--- src/design/sefr_pkg.sv ---
`default_nettype none

package sefr_pkg;

    localparam int GAP_W  = 24;
    localparam int BYTE_W = 8;
    localparam int LEN_W  = 12;
    localparam int KIND_W = 2;
    localparam int CFG_IDX_W = 2;
    localparam int CFG_W  = 24;

    // register indexes of the configuration port
    localparam logic [CFG_IDX_W-1:0] REG_GAP_TICKS   = 2'd0;
    localparam logic [CFG_IDX_W-1:0] REG_TEST_CODE   = 2'd1;
    localparam logic [CFG_IDX_W-1:0] REG_GET_ID_CODE = 2'd2;
    localparam logic [CFG_IDX_W-1:0] REG_RESEND_CODE = 2'd3;

    localparam logic [GAP_W-1:0]  GAP_TICKS_RST   = 24'd1000000;
    localparam logic [BYTE_W-1:0] TEST_CODE_RST   = 8'd1;
    localparam logic [BYTE_W-1:0] GET_ID_CODE_RST = 8'd2;
    localparam logic [BYTE_W-1:0] RESEND_CODE_RST = 8'd3;

    localparam logic [GAP_W-1:0] GAP_MAX = {GAP_W{1'b1}};

    // result kinds
    localparam logic [KIND_W-1:0] KIND_PAYLOAD  = 2'd0;
    localparam logic [KIND_W-1:0] KIND_ACCEPTED = 2'd1;
    localparam logic [KIND_W-1:0] KIND_FRAME_OK = 2'd2;
    localparam logic [KIND_W-1:0] KIND_TRANSMIT = 2'd3;

    localparam logic [BYTE_W-1:0] CHR_S = 8'h53;
    localparam logic [BYTE_W-1:0] CHR_T = 8'h54;
    localparam logic [BYTE_W-1:0] CHR_A = 8'h41;
    localparam logic [BYTE_W-1:0] CHR_E = 8'h45;
    localparam logic [BYTE_W-1:0] CHR_N = 8'h4E;
    localparam logic [BYTE_W-1:0] CHR_D = 8'h44;

    localparam logic [3:0] RESEND_LEN = 4'd7;

    typedef struct packed {
        logic [GAP_W-1:0]  gap_ticks;
        logic [BYTE_W-1:0] test_code;
        logic [BYTE_W-1:0] get_id_code;
        logic [BYTE_W-1:0] resend_code;
    } cfg_t;

    // what follows the optional payload byte of one request
    typedef enum logic [1:0] {
        POST_NONE,
        POST_ACCEPT,
        POST_OK,
        POST_RESEND
    } post_t;

    typedef struct packed {
        logic              has_byte;
        logic [BYTE_W-1:0] data;
        post_t             post;
        logic [BYTE_W-1:0] cmd;
        logic [LEN_W-1:0]  len;
    } desc_t;

    // header or trailer byte at a chunk position
    function automatic logic [BYTE_W-1:0] chunk_byte(input logic trailer,
                                                     input logic [1:0] idx);
        logic [BYTE_W-1:0] b;
        case (idx)
            2'd0:    b = trailer ? CHR_E : CHR_S;
            2'd1:    b = trailer ? CHR_N : CHR_T;
            default: b = trailer ? CHR_D : CHR_A;
        endcase
        return b;
    endfunction

    // byte of the resend frame at a position
    function automatic logic [BYTE_W-1:0] resend_byte(input logic [2:0] pos,
                                                      input logic [BYTE_W-1:0] code);
        logic [BYTE_W-1:0] b;
        case (pos)
            3'd0:    b = CHR_S;
            3'd1:    b = CHR_T;
            3'd2:    b = CHR_A;
            3'd3:    b = code;
            3'd4:    b = CHR_E;
            3'd5:    b = CHR_N;
            default: b = CHR_D;
        endcase
        return b;
    endfunction

endpackage

`default_nettype wire

--- src/design/sefr_cfg_regs.sv ---
`default_nettype none

module sefr_cfg_regs (
    input  wire logic                          clk,
    input  wire logic                          rst_n,
    input  wire logic                          we,
    input  wire logic [sefr_pkg::CFG_IDX_W-1:0] index,
    input  wire logic [sefr_pkg::CFG_W-1:0]     data,
    output sefr_pkg::cfg_t                     cfg
);
    import sefr_pkg::*;

    cfg_t cfg_reg;

    always_ff @(posedge clk or negedge rst_n)
    begin
        if (!rst_n)
        begin
            cfg_reg.gap_ticks   <= GAP_TICKS_RST;
            cfg_reg.test_code   <= TEST_CODE_RST;
            cfg_reg.get_id_code <= GET_ID_CODE_RST;
            cfg_reg.resend_code <= RESEND_CODE_RST;
        end
        else if (we)
        begin
            case (index)
                REG_GAP_TICKS:   cfg_reg.gap_ticks   <= data[GAP_W-1:0];
                REG_TEST_CODE:   cfg_reg.test_code   <= data[BYTE_W-1:0];
                REG_GET_ID_CODE: cfg_reg.get_id_code <= data[BYTE_W-1:0];
                REG_RESEND_CODE: cfg_reg.resend_code <= data[BYTE_W-1:0];
                default:         cfg_reg.resend_code <= data[BYTE_W-1:0];
            endcase
        end
    end

    assign cfg = cfg_reg;

endmodule

`default_nettype wire

--- src/design/sefr_frame_fsm.sv ---
`default_nettype none

module sefr_frame_fsm (
    input  wire logic                        clk,
    input  wire logic                        rst_n,
    input  wire logic                        take,
    input  wire logic                        command,
    input  wire logic [sefr_pkg::BYTE_W-1:0] rx_byte,
    input  wire sefr_pkg::cfg_t              cfg,
    output sefr_pkg::desc_t                  desc,
    output logic                             has_result
);
    import sefr_pkg::*;

    typedef enum logic [1:0] {
        PH_HEADER,
        PH_COUNT,
        PH_PAYLOAD,
        PH_TRAILER
    } phase_t;

    phase_t            phase_reg, phase_next;
    logic [1:0]        chunk_count_reg, chunk_count_next;
    logic              chunk_match_reg, chunk_match_next;
    logic [BYTE_W-1:0] frame_cmd_reg, frame_cmd_next;
    logic [LEN_W-1:0]  payload_length_reg, payload_length_next;
    logic [LEN_W-1:0]  payload_count_reg, payload_count_next;
    logic [GAP_W-1:0]  gap_count_reg, gap_count_next;

    logic [GAP_W-1:0]  gap_inc;
    logic [1:0]        idx;
    logic [1:0]        idx_inc;
    logic [LEN_W-1:0]  len_new;
    logic [LEN_W-1:0]  count_inc;
    logic              cmd_known;
    desc_t             d;

    always_comb
    begin
        phase_next          = phase_reg;
        chunk_count_next    = chunk_count_reg;
        chunk_match_next    = chunk_match_reg;
        frame_cmd_next      = frame_cmd_reg;
        payload_length_next = payload_length_reg;
        payload_count_next  = payload_count_reg;
        gap_count_next      = gap_count_reg;
        d                   = '0;
        d.post              = POST_NONE;

        gap_inc   = (gap_count_reg != GAP_MAX) ? gap_count_reg + 1'b1 : gap_count_reg;
        idx       = (chunk_count_reg > 2'd2) ? 2'd2 : chunk_count_reg;
        idx_inc   = idx + 1'b1;
        len_new   = (frame_cmd_reg == cfg.get_id_code)
                  ? {4'b0, rx_byte} + {1'b0, rx_byte, 3'b0}
                  : {4'b0, rx_byte};
        count_inc = payload_count_reg + 1'b1;
        cmd_known = (frame_cmd_reg == cfg.test_code) || (frame_cmd_reg == cfg.get_id_code);

        if (command)
        begin
            if (gap_inc >= cfg.gap_ticks)
            begin
                gap_count_next   = '0;
                chunk_count_next = '0;
                chunk_match_next = 1'b1;
                if (phase_reg != PH_HEADER)
                begin
                    d.post     = POST_RESEND;
                    phase_next = PH_HEADER;
                end
            end
            else
            begin
                gap_count_next = gap_inc;
            end
        end
        else
        begin
            gap_count_next = '0;
            case (phase_reg)
                PH_HEADER, PH_TRAILER:
                begin
                    chunk_count_next = idx_inc;
                    if (rx_byte != chunk_byte(phase_reg == PH_TRAILER, idx))
                        chunk_match_next = 1'b0;
                    if (idx_inc == 2'd3)
                    begin
                        chunk_count_next = '0;
                        chunk_match_next = 1'b1;
                        // match flag must include the byte just checked
                        if (phase_reg == PH_HEADER)
                        begin
                            if (chunk_match_reg && rx_byte == chunk_byte(1'b0, idx))
                                phase_next = PH_COUNT;
                        end
                        else if (chunk_match_reg && rx_byte == chunk_byte(1'b1, idx))
                        begin
                            phase_next = PH_HEADER;
                            d.post     = POST_OK;
                        end
                        else
                        begin
                            phase_next = PH_HEADER;
                            d.post     = POST_RESEND;
                        end
                    end
                end
                PH_COUNT:
                begin
                    if (chunk_count_reg == 2'd0)
                    begin
                        frame_cmd_next   = rx_byte;
                        chunk_count_next = 2'd1;
                    end
                    else
                    begin
                        payload_length_next = len_new;
                        payload_count_next  = '0;
                        chunk_count_next    = '0;
                        phase_next          = PH_PAYLOAD;
                        if (len_new == '0)
                        begin
                            chunk_match_next = 1'b1;
                            if (cmd_known)
                            begin
                                d.post     = POST_ACCEPT;
                                phase_next = PH_TRAILER;
                            end
                            else
                            begin
                                d.post     = POST_RESEND;
                                phase_next = PH_HEADER;
                            end
                        end
                    end
                end
                default:
                begin
                    d.has_byte         = 1'b1;
                    d.data             = rx_byte;
                    payload_count_next = count_inc;
                    if (count_inc >= payload_length_reg)
                    begin
                        chunk_count_next = '0;
                        chunk_match_next = 1'b1;
                        if (cmd_known)
                        begin
                            d.post     = POST_ACCEPT;
                            phase_next = PH_TRAILER;
                        end
                        else
                        begin
                            d.post     = POST_RESEND;
                            phase_next = PH_HEADER;
                        end
                    end
                end
            endcase
        end

        d.cmd = frame_cmd_next;
        d.len = payload_length_next;
    end

    always_ff @(posedge clk or negedge rst_n)
    begin
        if (!rst_n)
        begin
            phase_reg          <= PH_HEADER;
            chunk_count_reg    <= '0;
            chunk_match_reg    <= 1'b1;
            frame_cmd_reg      <= '0;
            payload_length_reg <= '0;
            payload_count_reg  <= '0;
            gap_count_reg      <= '0;
        end
        else if (take)
        begin
            phase_reg          <= phase_next;
            chunk_count_reg    <= chunk_count_next;
            chunk_match_reg    <= chunk_match_next;
            frame_cmd_reg      <= frame_cmd_next;
            payload_length_reg <= payload_length_next;
            payload_count_reg  <= payload_count_next;
            gap_count_reg      <= gap_count_next;
        end
    end

    assign desc       = d;
    assign has_result = d.has_byte || (d.post != POST_NONE);

endmodule

`default_nettype wire

--- src/design/sefr_emitter.sv ---
`default_nettype none

module sefr_emitter (
    input  wire logic                        clk,
    input  wire logic                        rst_n,
    input  wire logic                        load,
    input  wire sefr_pkg::desc_t             desc_in,
    input  wire logic [sefr_pkg::BYTE_W-1:0] resend_code,
    output logic                             busy,
    output logic                             finishing,
    output logic                             out_valid,
    input  wire logic                        out_ready,
    output logic [sefr_pkg::KIND_W-1:0]      kind,
    output logic [sefr_pkg::BYTE_W-1:0]      out_byte,
    output logic [sefr_pkg::BYTE_W-1:0]      frame_command,
    output logic [sefr_pkg::LEN_W-1:0]       frame_length,
    output logic                             last
);
    import sefr_pkg::*;

    desc_t      desc_reg;
    logic       valid_reg;
    logic [2:0] idx_reg;

    logic [3:0] total;
    logic [2:0] pos;
    logic       on_byte;
    logic       take_out;

    always_comb
    begin
        case (desc_reg.post)
            POST_NONE:   total = {3'b0, desc_reg.has_byte};
            POST_RESEND: total = RESEND_LEN + {3'b0, desc_reg.has_byte};
            default:     total = 4'd1 + {3'b0, desc_reg.has_byte};
        endcase
        on_byte = desc_reg.has_byte && (idx_reg == 3'd0);
        pos     = idx_reg - {2'b0, desc_reg.has_byte};
        last    = ({1'b0, idx_reg} + 4'd1) == total;

        if (on_byte)
        begin
            kind     = KIND_PAYLOAD;
            out_byte = desc_reg.data;
        end
        else
        begin
            case (desc_reg.post)
                POST_ACCEPT:
                begin
                    kind     = KIND_ACCEPTED;
                    out_byte = '0;
                end
                POST_OK:
                begin
                    kind     = KIND_FRAME_OK;
                    out_byte = '0;
                end
                default:
                begin
                    kind     = KIND_TRANSMIT;
                    out_byte = resend_byte(pos, resend_code);
                end
            endcase
        end
    end

    assign frame_command = desc_reg.cmd;
    assign frame_length  = desc_reg.len;
    assign out_valid     = valid_reg;
    assign take_out      = valid_reg && out_ready;
    assign finishing     = take_out && last;
    assign busy          = valid_reg;

    always_ff @(posedge clk or negedge rst_n)
    begin
        if (!rst_n)
        begin
            valid_reg <= 1'b0;
            idx_reg   <= '0;
        end
        else if (load)
        begin
            valid_reg <= 1'b1;
            idx_reg   <= '0;
        end
        else if (finishing)
        begin
            valid_reg <= 1'b0;
        end
        else if (take_out)
        begin
            idx_reg <= idx_reg + 1'b1;
        end
    end

    always_ff @(posedge clk or negedge rst_n)
    begin
        if (!rst_n)
            desc_reg <= '0;
        else if (load)
            desc_reg <= desc_in;
    end

endmodule

`default_nettype wire

--- src/design/sta_end_frame_receiver.sv ---
// latency: a request's first result is shown in the cycle after it is accepted
// throughput: one request per cycle while no result is pending; results hold the
// input until the last leaves; they leave the result register one per cycle while
// out_ready is high (up to eight: a payload byte and the seven-byte resend frame)
// reset: asynchronous, active low; state, registers and output valid clear at once
`default_nettype none

module sta_end_frame_receiver (
    input  wire logic                           clk,
    input  wire logic                           rst_n,
    input  wire logic                           cfg_we,
    input  wire logic [sefr_pkg::CFG_IDX_W-1:0] cfg_index,
    input  wire logic [sefr_pkg::CFG_W-1:0]     cfg_data,
    input  wire logic                           in_valid,
    output logic                                in_ready,
    input  wire logic                           command,
    input  wire logic [sefr_pkg::BYTE_W-1:0]    rx_byte,
    output logic                                out_valid,
    input  wire logic                           out_ready,
    output logic [sefr_pkg::KIND_W-1:0]         kind,
    output logic [sefr_pkg::BYTE_W-1:0]         out_byte,
    output logic [sefr_pkg::BYTE_W-1:0]         frame_command,
    output logic [sefr_pkg::LEN_W-1:0]          frame_length,
    output logic                                last
);
    import sefr_pkg::*;

    cfg_t  cfg;
    desc_t desc;
    logic  has_result;
    logic  busy;
    logic  finishing;
    logic  take;

    sefr_cfg_regs u_cfg (
        .clk   (clk),
        .rst_n (rst_n),
        .we    (cfg_we),
        .index (cfg_index),
        .data  (cfg_data),
        .cfg   (cfg)
    );

    assign in_ready = !busy || finishing;
    assign take     = in_valid && in_ready;

    sefr_frame_fsm u_fsm (
        .clk        (clk),
        .rst_n      (rst_n),
        .take       (take),
        .command    (command),
        .rx_byte    (rx_byte),
        .cfg        (cfg),
        .desc       (desc),
        .has_result (has_result)
    );

    sefr_emitter u_emit (
        .clk           (clk),
        .rst_n         (rst_n),
        .load          (take && has_result),
        .desc_in       (desc),
        .resend_code   (cfg.resend_code),
        .busy          (busy),
        .finishing     (finishing),
        .out_valid     (out_valid),
        .out_ready     (out_ready),
        .kind          (kind),
        .out_byte      (out_byte),
        .frame_command (frame_command),
        .frame_length  (frame_length),
        .last          (last)
    );

    // input is held off only while results are still pending
    a_ready_only_when_draining: assert property (@(posedge clk) disable iff (!rst_n)
        !in_ready |-> out_valid)
        else $error("input stalled with no pending result");

    // a new request may only overlap the final result of the previous one
    a_overlap_on_last: assert property (@(posedge clk) disable iff (!rst_n)
        (in_valid && in_ready && out_valid) |-> (last && out_ready))
        else $error("request accepted while results still queued");

    // a multi-result burst continues without a gap
    a_burst_continues: assert property (@(posedge clk) disable iff (!rst_n)
        (out_valid && out_ready && !last) |=> out_valid)
        else $error("result burst broken before last");

endmodule

`default_nettype wire

--- config.mk ---
export PLATFORM = sky130hd
export DESIGN_NAME = sta_end_frame_receiver
export DESIGN_NICKNAME = d
export VERILOG_FILES = /design/src/design/sefr_pkg.sv /design/src/design/sefr_cfg_regs.sv /design/src/design/sefr_frame_fsm.sv /design/src/design/sefr_emitter.sv /design/src/design/sta_end_frame_receiver.sv
export SDC_FILE = /design/constraint.sdc
export NUM_CORES = 1
export LEC_CHECK = 0
export ABC_AREA = 1
export BUFFER_PORTS_ARGS = -buffer_cell sky130_fd_sc_hd__buf_2
export CELL_PAD_IN_SITES_DETAIL_PLACEMENT = 2
export CELL_PAD_IN_SITES_GLOBAL_PLACEMENT = 2
export CORE_AREA = 3 3 239 124
export CTS_BUF_LIST = sky130_fd_sc_hd__clkbuf_2 sky130_fd_sc_hd__clkbuf_4 sky130_fd_sc_hd__clkbuf_8
export DETAILED_ROUTE_END_ITERATION = 8
export DIE_AREA = 0 0 242 127
export PLACE_DENSITY_LB_ADDON = 0.1
export SETUP_SLACK_MARGIN = 0.15
export SYNTH_ARGS = -nofsm -noshare
export SYNTH_HDL_FRONTEND = slang
export SYNTH_SLANG_ARGS = --single-unit
export TNS_END_PERCENT = 30
--- constraint.sdc ---
create_clock -name clk -period 3.9 [get_ports clk]
set_input_delay 0.585 -clock clk [delete_from_list [all_inputs] [get_ports clk]]
set_output_delay 0.585 -clock clk [all_outputs]
set_load 0.03 [all_outputs]
==> flow_metrics.env, run 1 <==
export IMPL_synthFlopType="dfrtp_1"
export IMPL_post_route_period_util_pct=103
export IMPL_timing_fmax_mhz=249
export IMPL_p_leak_nw=5.66
export IMPL_grt_pass1_vias=9391
export IMPL_critical_path_endpoint="u_emit.frame_length[7]$_DFFE_PN0P_"
export IMPL_finalCriticalPeriod_ns=4.02
export IMPL_syn_num_nets=1297
export IMPL_gr_usage_met3_pct=3.08
export IMPL_worstSkewPairLatency_ns=0.51
export IMPL_worstMarginPinSlew_ns=0.943
export IMPL_power_total_mw=7.46
export IMPL_power_frac_comb_pct=51.6
export IMPL_syn_area_per_cell_sq_um=7.56
export IMPL_finalWirelength_um=32200
export IMPL_endpoint_kind="flip-flop"
export IMPL_finalMaxSlewViolations=0
export IMPL_grt_setup_unrepaired="yes"
export IMPL_gp_congestion=0.790
export IMPL_overflow=0
export IMPL_n_antenna_cell=0
export IMPL_nNetsFinal=1409
export IMPL_antenna_found_initial=0
export IMPL_grtUsageMet1_pct=27.7
export IMPL_swShare_pct=48.4
export IMPL_worstReg2RegStart="u_fsm.gap_count_reg[1]$_DFFE_PN0P_"
export IMPL_final_common_cell="nand2_1"
export IMPL_fin_skew_ns=0.0170
export IMPL_cts_inserted_buffers=17
export IMPL_grt_busiest_layer="met2"
export IMPL_drive_gt1_share_pct=21.9
export IMPL_final_cell_mix="nand2_1, inv_1, dfrtp_1"
export IMPL_vias=8472
export IMPL_tritoncts="yes"
export IMPL_cts_sinks=144
export IMPL_htreeDepth=4
export IMPL_seqPwrFrac_pct=31.8
export IMPL_avgRoutedWirePerCell_um=18.9
export IMPL_ys_ff_latch=144
export IMPL_regToRegSetupSlack_ns=-0.12
export IMPL_failed_checks="negative setup slack"
export IMPL_num_rows=43
export IMPL_powerDensity_mw_per_mm2=672
export IMPL_worst_setup_path_start_kind="flip-flop"
export IMPL_critPathKind="flip-flop to flip-flop"
export IMPL_met2_usage_pct=37.9
export IMPL_hold_ws_ns=0.187
export IMPL_cts_hold_buf=0
export IMPL_worstHoldPathType="primary input to async pin"
export IMPL_synthArstFlopShare_pct=100
export IMPL_drtIter0Drc=377
export IMPL_cts_clk_slew_worst_paths_ns=0.10
export IMPL_rr_worst_depth=23
export IMPL_p_clk_share_pct=16.6
export IMPL_max_slew_margin_pct=37.1
export IMPL_placed_cell_area_sq_mm=0.0100
export IMPL_syn_inst=1199
export IMPL_area_growth_pct=22.6
export IMPL_path_max_fanout=22
export IMPL_core_area_sq_mm=0.0275
export IMPL_initial_core_util_pct=32.9
export IMPL_io_buffers=72
export IMPL_r2r_end="u_emit.frame_length[7]$_DFFE_PN0P_"
export IMPL_dieArea_sq_mm=0.0307
export IMPL_synthTopCellsByArea="dfrtp_1, nand2_1, ha_1, inv_1, o21ai_0"
export IMPL_track_usage_pct=21.5
export IMPL_synth_edf_count=0
export IMPL_crit_start="u_fsm.gap_count_reg[1]$_DFFE_PN0P_"
export IMPL_yosysWarnings=0
export IMPL_viasPerCell=4.97
export IMPL_largest_register_ffs=48
export IMPL_ys_types=45
export IMPL_max_vdd_ir_drop_uv=253
export IMPL_crit_arrival_ns=4.42
export IMPL_io_pins=73
export IMPL_power_net_switching_mw=3.61
export IMPL_setup_ws_ns=-0.117
export IMPL_die_w_um=242
export IMPL_status="complete, but fails checks"
export IMPL_hold_viol_final=0
export IMPL_ant_nets=0
export IMPL_clockBufferDepth=2
export IMPL_drcViolationCount=0
export IMPL_maxCapViolCount=0
export IMPL_dp_hpwl_um=22700
export IMPL_grt_pass1_wl_um=52000
export IMPL_p_int_mw=3.85
export IMPL_dr_pass1_iters=4
export IMPL_ys_seq_area_share_pct=39.9
export IMPL_stdcell_area_sq_mm=0.0111
export IMPL_dieHeight_um=127
export IMPL_worstPathRequired_ns=4.30
export IMPL_setup_viol=43
export IMPL_grt_start_max_net_pins=92
export IMPL_netlist_area_leader_share_pct=36.5
export IMPL_netlist_area_sq_mm=0.00906
export IMPL_cts_root_buf="clkbuf_8"
export IMPL_yosysTopAreaCell="dfrtp_1"
[cell families (layout without fill, tap and decap cells)]
group / count (synthesis) / count (layout) / synth area share [%]
compound gates: 205 / 205 / 12.4
xor+xnor: 46 / 46 / 4.45
fa+ha+maj: 58 / 58 / 8.09
buf+inv: 229 / 352 / 10.8
flops: 144 / 144 / 39.9
simple gates: 517 / 519 / 24.3
[repair_timing]
item	in CTS	in global routing
cloned	5	0
gates resized for setup	50	77
setup buffers	13	5
pin swaps	25	43
hold endpoints to repair	0	0
endpoints found under the setup margin	64	64
[cell usage after synthesis, types with 2 or more instances]
| library cell | n |
|---|---|
| buf_6 | 3 |
| clkbuf_1 | 18 |
| o22ai_1 | 9 |
| nand3_1 | 89 |
| ha_1 | 57 |
| xnor2_1 | 7 |
| o31ai_1 | 3 |
| buf_2 | 9 |
| o211ai_1 | 3 |
| o21ai_1 | 2 |
| a211oi_1 | 2 |
| nor3_1 | 18 |
| a21oi_1 | 48 |
| xor2_1 | 39 |
| nor2_1 | 78 |
| or2_2 | 3 |
| a31oi_1 | 3 |
| dfstp_2 | 12 |
| nor4_1 | 6 |
| inv_1 | 171 |
| nor2_4 | 3 |
| a32o_1 | 3 |
| o2111ai_1 | 2 |
| nand2_4 | 2 |
| buf_4 | 23 |
| nand4_1 | 10 |
| dfrtp_1 | 132 |
| inv_2 | 4 |
| a21boi_0 | 2 |
| o21ai_0 | 119 |
| nor2_2 | 3 |
| nand3b_1 | 2 |
| nand2_1 | 299 |
| a21o_1 | 3 |
| nand3_2 | 2 |
[layout make-up]
| type | instances | area, sq um |
|---|---|---|
| fillers | 3221 | 16400 |
| multi-input cells | 828 | 4920 |
| flip-flops and latches | 144 | 3620 |
| repair buffers | 144 | 1050 |
| inverters | 176 | 661 |
| well taps | 382 | 478 |
| clock buffers | 17 | 234 |
| clock inverters | 15 | 148 |
[critical path, stage by stage (launching register included)]
cell and delay (ns):
dfrtp_1 0.40, ha_2 0.21, nand2_2 0.07, nor2_2 0.08, nand2_1 0.08, buf_4 0.15
nor3_4 0.12, nand4_1 0.22, nor2_4 0.23, nand4_1 0.14, xor2_1 0.24, inv_1 0.11
ha_4 0.28, nand4_1 0.16, nor2_2 0.21, nand4_1 0.18, nand3_2 0.17, nand2_4 0.08
buf_4 0.14, nand3_2 0.12, nand2_8 0.13, buf_12 0.20, nand3_1 0.10, nand2_1 0.05
[per-stage QoR]
| stage | TNS (ns) | setup slack, ns | cells | utilization [%] |
|---|---|---|---|---|
| after CTS | -3.95 | -0.131 | 1701 | 39.2 |
| after global routing | -22.54 | -0.427 | 1706 | 40.3 |
| after detailed placement | -13.34 | -0.410 | 1651 | 36.4 |
| after global placement | -3.38 | -0.134 | 1651 | 36.4 |
| after floorplan | 0 | 0.215 | 1199 | - |
| final | -3.49 | -0.117 | 1706 | 40.3 |
[worst min-delay path by stage]
stage                                                  from                                 endpoint  slack, ns  depth (start not counted)
global placement    u_fsm.payload_length_reg[1]$_DFFE_PN0P_  u_fsm.payload_length_reg[1]$_DFFE_PN0P_       0.47                          2
detailed placement                u_cfg.cfg[31]$_DFFE_PN0P_                u_cfg.cfg[31]$_DFFE_PN0P_       0.48                          2
CTS                                                   rst_n      u_emit.frame_length[10]$_DFFE_PN0P_       0.21                          1
floorplan                                             rst_n                u_cfg.cfg[10]$_DFFE_PN0P_       0.29                          0
finish                                                rst_n       u_emit.frame_length[7]$_DFFE_PN0P_       0.19                          1
global route                                          rst_n  u_fsm.payload_length_reg[6]$_DFFE_PN0P_       0.26                          1
[power groups by stage]
| stage | clock network, mW | logic, mW | registers [mW] |
|---|---|---|---|
| 2_1_floorplan | 0 | 2.55 | 2.27 |
| 3_3_place_gp | 0 | 3.35 | 2.35 |
| 3_5_place_dp | 0 | 3.54 | 2.38 |
| 4_1_cts | 1.28 | 3.74 | 2.36 |
| 5_1_grt | 1.35 | 4.36 | 2.44 |
| 6_report | 1.24 | 3.85 | 2.37 |
[routing by layer]
layer / share of wire (%) / up-vias / routed length [um]
met5: 0 / - / 0
met3: 1.4 / 32 / 467
met4: 1.6 / 0 / 501
li1: - / 4059 / -
met1: 47 / 4320 / 15200
met2: 50 / 61 / 16100
(Power assumes the default switching activity.)
==> inputs of run 2 (changes only) <==
BUFFER_PORTS_ARGS = not set   (was -buffer_cell sky130_fd_sc_hd__buf_2)
DONT_BUFFER_PORTS = 1   (was not set)
SYNTH_HIERARCHICAL = 1   (was not set)
==> flow_metrics.env, run 2 <==
export IMPL_max_slew_margin_pct=35.4
export IMPL_status="complete, but fails checks"
export IMPL_p_clk_share_pct=21.0
export IMPL_syn_num_nets=1387
export IMPL_htreeDepth=4
export IMPL_track_usage_pct=21.5
export IMPL_multiInputGateArea_sq_mm=0.00524
export IMPL_ff_latch_area_sq_mm=0.00362
export IMPL_setup_ws_ns=-0.0912
export IMPL_finalWirelength_um=33100
export IMPL_yosysWarnings=6
export IMPL_worstReg2RegStart="u_fsm/gap_count_reg[0]$_DFFE_PN0P_"
export IMPL_swShare_pct=46.8
export IMPL_drcViolationCount=0
export IMPL_seqPwrFrac_pct=34.5
export IMPL_synthTopCellsByArea="dfrtp_1, nand2_1, ha_1, inv_1, o21ai_0"
export IMPL_cts_sinks=144
export IMPL_io_buffers=0
export IMPL_overflow=0
export IMPL_dieHeight_um=127
export IMPL_crit_start="u_fsm/gap_count_reg[0]$_DFFE_PN0P_"
export IMPL_core_area_sq_mm=0.0275
export IMPL_syn_inst=1290
export IMPL_worst_setup_path_start_kind="flip-flop"
export IMPL_crit_path_top_delay_cell="dfrtp_1"
export IMPL_initial_core_util_pct=35.0
export IMPL_ys_ff_latch=144
export IMPL_worstMarginPinSlew_ns=0.959
export IMPL_fin_cells=1717
export IMPL_timing_fmax_mhz=251
export IMPL_viasPerCell=5.12
export IMPL_maxCapViolCount=0
export IMPL_worstPathRequired_ns=4.28
export IMPL_worstSkewPairLatency_ns=0.50
export IMPL_grt_start_max_net_pins=145
export IMPL_antenna_found_initial=0
export IMPL_max_stage_delay_ns=0.42
export IMPL_finalCriticalPeriod_ns=3.99
export IMPL_vias=8787
export IMPL_largest_register_ffs=48
export IMPL_failed_checks="negative hold slack, negative setup slack"
export IMPL_die_w_um=242
export IMPL_post_route_period_util_pct=102
export IMPL_finalMaxSlewViolations=0
export IMPL_dieArea_sq_mm=0.0307
export IMPL_post_route_util_pct=40.6
export IMPL_nNetsFinal=1419
export IMPL_grt_pass1_wl_um=52100
export IMPL_power_net_switching_mw=3.27
export IMPL_netlist_area_sq_mm=0.00965
export IMPL_p_leak_nw=5.71
export IMPL_tritoncts="yes"
export IMPL_n_antenna_cell=0
export IMPL_critPathKind="flip-flop to flip-flop"
export IMPL_netlist_area_leader_share_pct=34.2
export IMPL_path_max_fanout=7
export IMPL_num_rows=43
export IMPL_p_int_mw=3.71
export IMPL_dp_hpwl_um=24100
export IMPL_ant_nets=0
export IMPL_cts_inserted_buffers=17
export IMPL_synthArstFlopShare_pct=100
export IMPL_synthFlopType="dfrtp_1"
export IMPL_cts_clk_slew_worst_paths_ns=0.09
export IMPL_syn_area_per_cell_sq_um=7.48
export IMPL_synthMostInstantiatedCell="nand2_1"
export IMPL_crit_arrival_ns=4.38
export IMPL_clockBufferDepth=2
export IMPL_final_cell_mix="nand2_1, inv_1, dfrtp_1"
export IMPL_cts_root_buf="clkbuf_8"
export IMPL_avgRoutedWirePerCell_um=19.3
export IMPL_drive_gt1_share_pct=19.0
export IMPL_hold_viol_final=132
export IMPL_synth_common_cells="nand2_1, inv_1, dfrtp_1"
export IMPL_worstHoldPathType="primary input to async pin"
export IMPL_area_growth_pct=15.8
export IMPL_grt_setup_unrepaired="yes"
export IMPL_power_frac_comb_pct=44.6
export IMPL_synth_edf_count=0
export IMPL_drtIter0Drc=383
export IMPL_final_common_cell="nand2_1"
export IMPL_dp_cells=1648
export IMPL_ys_seq_area_share_pct=37.5
export IMPL_setup_viol=15
export IMPL_io_pins=73
export IMPL_num_fill_cells=3238
export IMPL_fin_skew_ns=0.0106
export IMPL_endpoint_kind="flip-flop"
export IMPL_yosysTopAreaCell="dfrtp_1"
export IMPL_ys_types=52
export IMPL_grt_pass1_vias=9531
export IMPL_powerDensity_mw_per_mm2=624
export IMPL_gp_congestion=0.851
export IMPL_dr_pass1_iters=5
export IMPL_max_vdd_ir_drop_uv=246
export IMPL_hold_ws_ns=-0.227
[run 2: cell count changes after synthesis, sizes merged, moves of 9 or more]
cell   previous run  this run
inv             175       187
nor2             84        75
o21ai           121        93
a21oi            48        34
nand2           302       417
nand3            91        76
nand4            11        52
[run 2: path summary, 6_finish.rpt]
check / end / slack [ns] / depth (start not counted)
max: u_emit/frame_command[2]$_DFFE_PN0P_ / -0.09 / 28
min: u_emit/busy$_DFFE_PN0P_ / -0.23 / 0
max reg2reg: u_emit/frame_command[2]$_DFFE_PN0P_ / -0.09 / 28
min reg2reg: u_cfg/cfg[38]$_DFFE_PN1P_ / 0.47 / 2
max in group asynchronous: u_cfg/cfg[33]$_DFFE_PN1P_ / 3.83 / 0
min in group clk: u_cfg/cfg[38]$_DFFE_PN1P_ / 0.19 / 2
[run 2: logic make-up (layout without fill, tap and decap cells)]
kind of cell / count (synthesis) / in the layout / synth area share, %
xor gates and xnor gates: 41 / 41 / 3.80
AOI/OAI and AO/OA: 156 / 156 / 8.81
DFF: 144 / 144 / 37.5
adders and majority gates: 57 / 57 / 7.46
and+or+nand+nor: 647 / 647 / 31.0
buffers and inverters: 245 / 290 / 11.5
[run 2: timing repair]
item	CTS	global route
gates cloned	2	2
setup endpoints to repair	54	64
gates resized for setup	27	76
pin swaps	12	30
endpoints found under the hold margin	144	144
setup buffers	16	17
[run 2: area by class of cell]
| type | instances | share of cell area [%] |
|---|---|---|
| multi-input cells | 901 | 46.8 |
| flip-flops and latches | 144 | 32.4 |
| inverters | 192 | 6.53 |
| repair buffers | 66 | 5.76 |
| well taps | 382 | 4.27 |
| clock buffers | 22 | 2.71 |
| clock inverters | 10 | 1.53 |
[run 2: power by group through the flow]
| stage | clock (mW) | sequential, mW | combinational (mW) |
|---|---|---|---|
| floorplan | 0 | 2.12 | 2.46 |
| global placement | 0 | 2.39 | 2.70 |
| detailed placement | 0 | 2.42 | 2.87 |
| CTS | 1.51 | 2.39 | 2.98 |
| global route | 1.57 | 2.46 | 3.49 |
| finish | 1.46 | 2.41 | 3.11 |
[run 2: critical path: cells and delay by family, from the launching register on]
kind                     cells  cell delay (ns)
AO/OA/AOI/OAI                5             0.81
XOR/XNOR                     1             0.27
adder cells (fa/ha/maj)      2             0.49
buffers and inverters        6             0.71
flip-flops                   1             0.42
AND/OR/NAND/NOR             14             1.20
[run 2: layer usage]
layer / wire, um / vias up / track usage, %
met4: 875 / 0 / 7.23
met3: 865 / 50 / 4.13
met5: 0 / - / 0
met2: 16700 / 111 / 38.4
met1: 14700 / 4444 / 26.3
li1: - / 4182 / -
[run 2: per-stage QoR]
stage / setup WS [ns] / setup TNS, ns / instance area [sq um] / total power, mW
final: -0.0912 / -0.783 / 11200 / 6.98
after CTS: 0.0390 / 0 / 10700 / 6.88
after global placement: 0.0436 / 0 / 9990 / 5.10
after global routing: -0.331 / -14.59 / 11200 / 7.53
after detailed placement: -0.151 / -3.90 / 9990 / 5.29
after floorplan: 0.143 / 0 / 9660 / 4.58
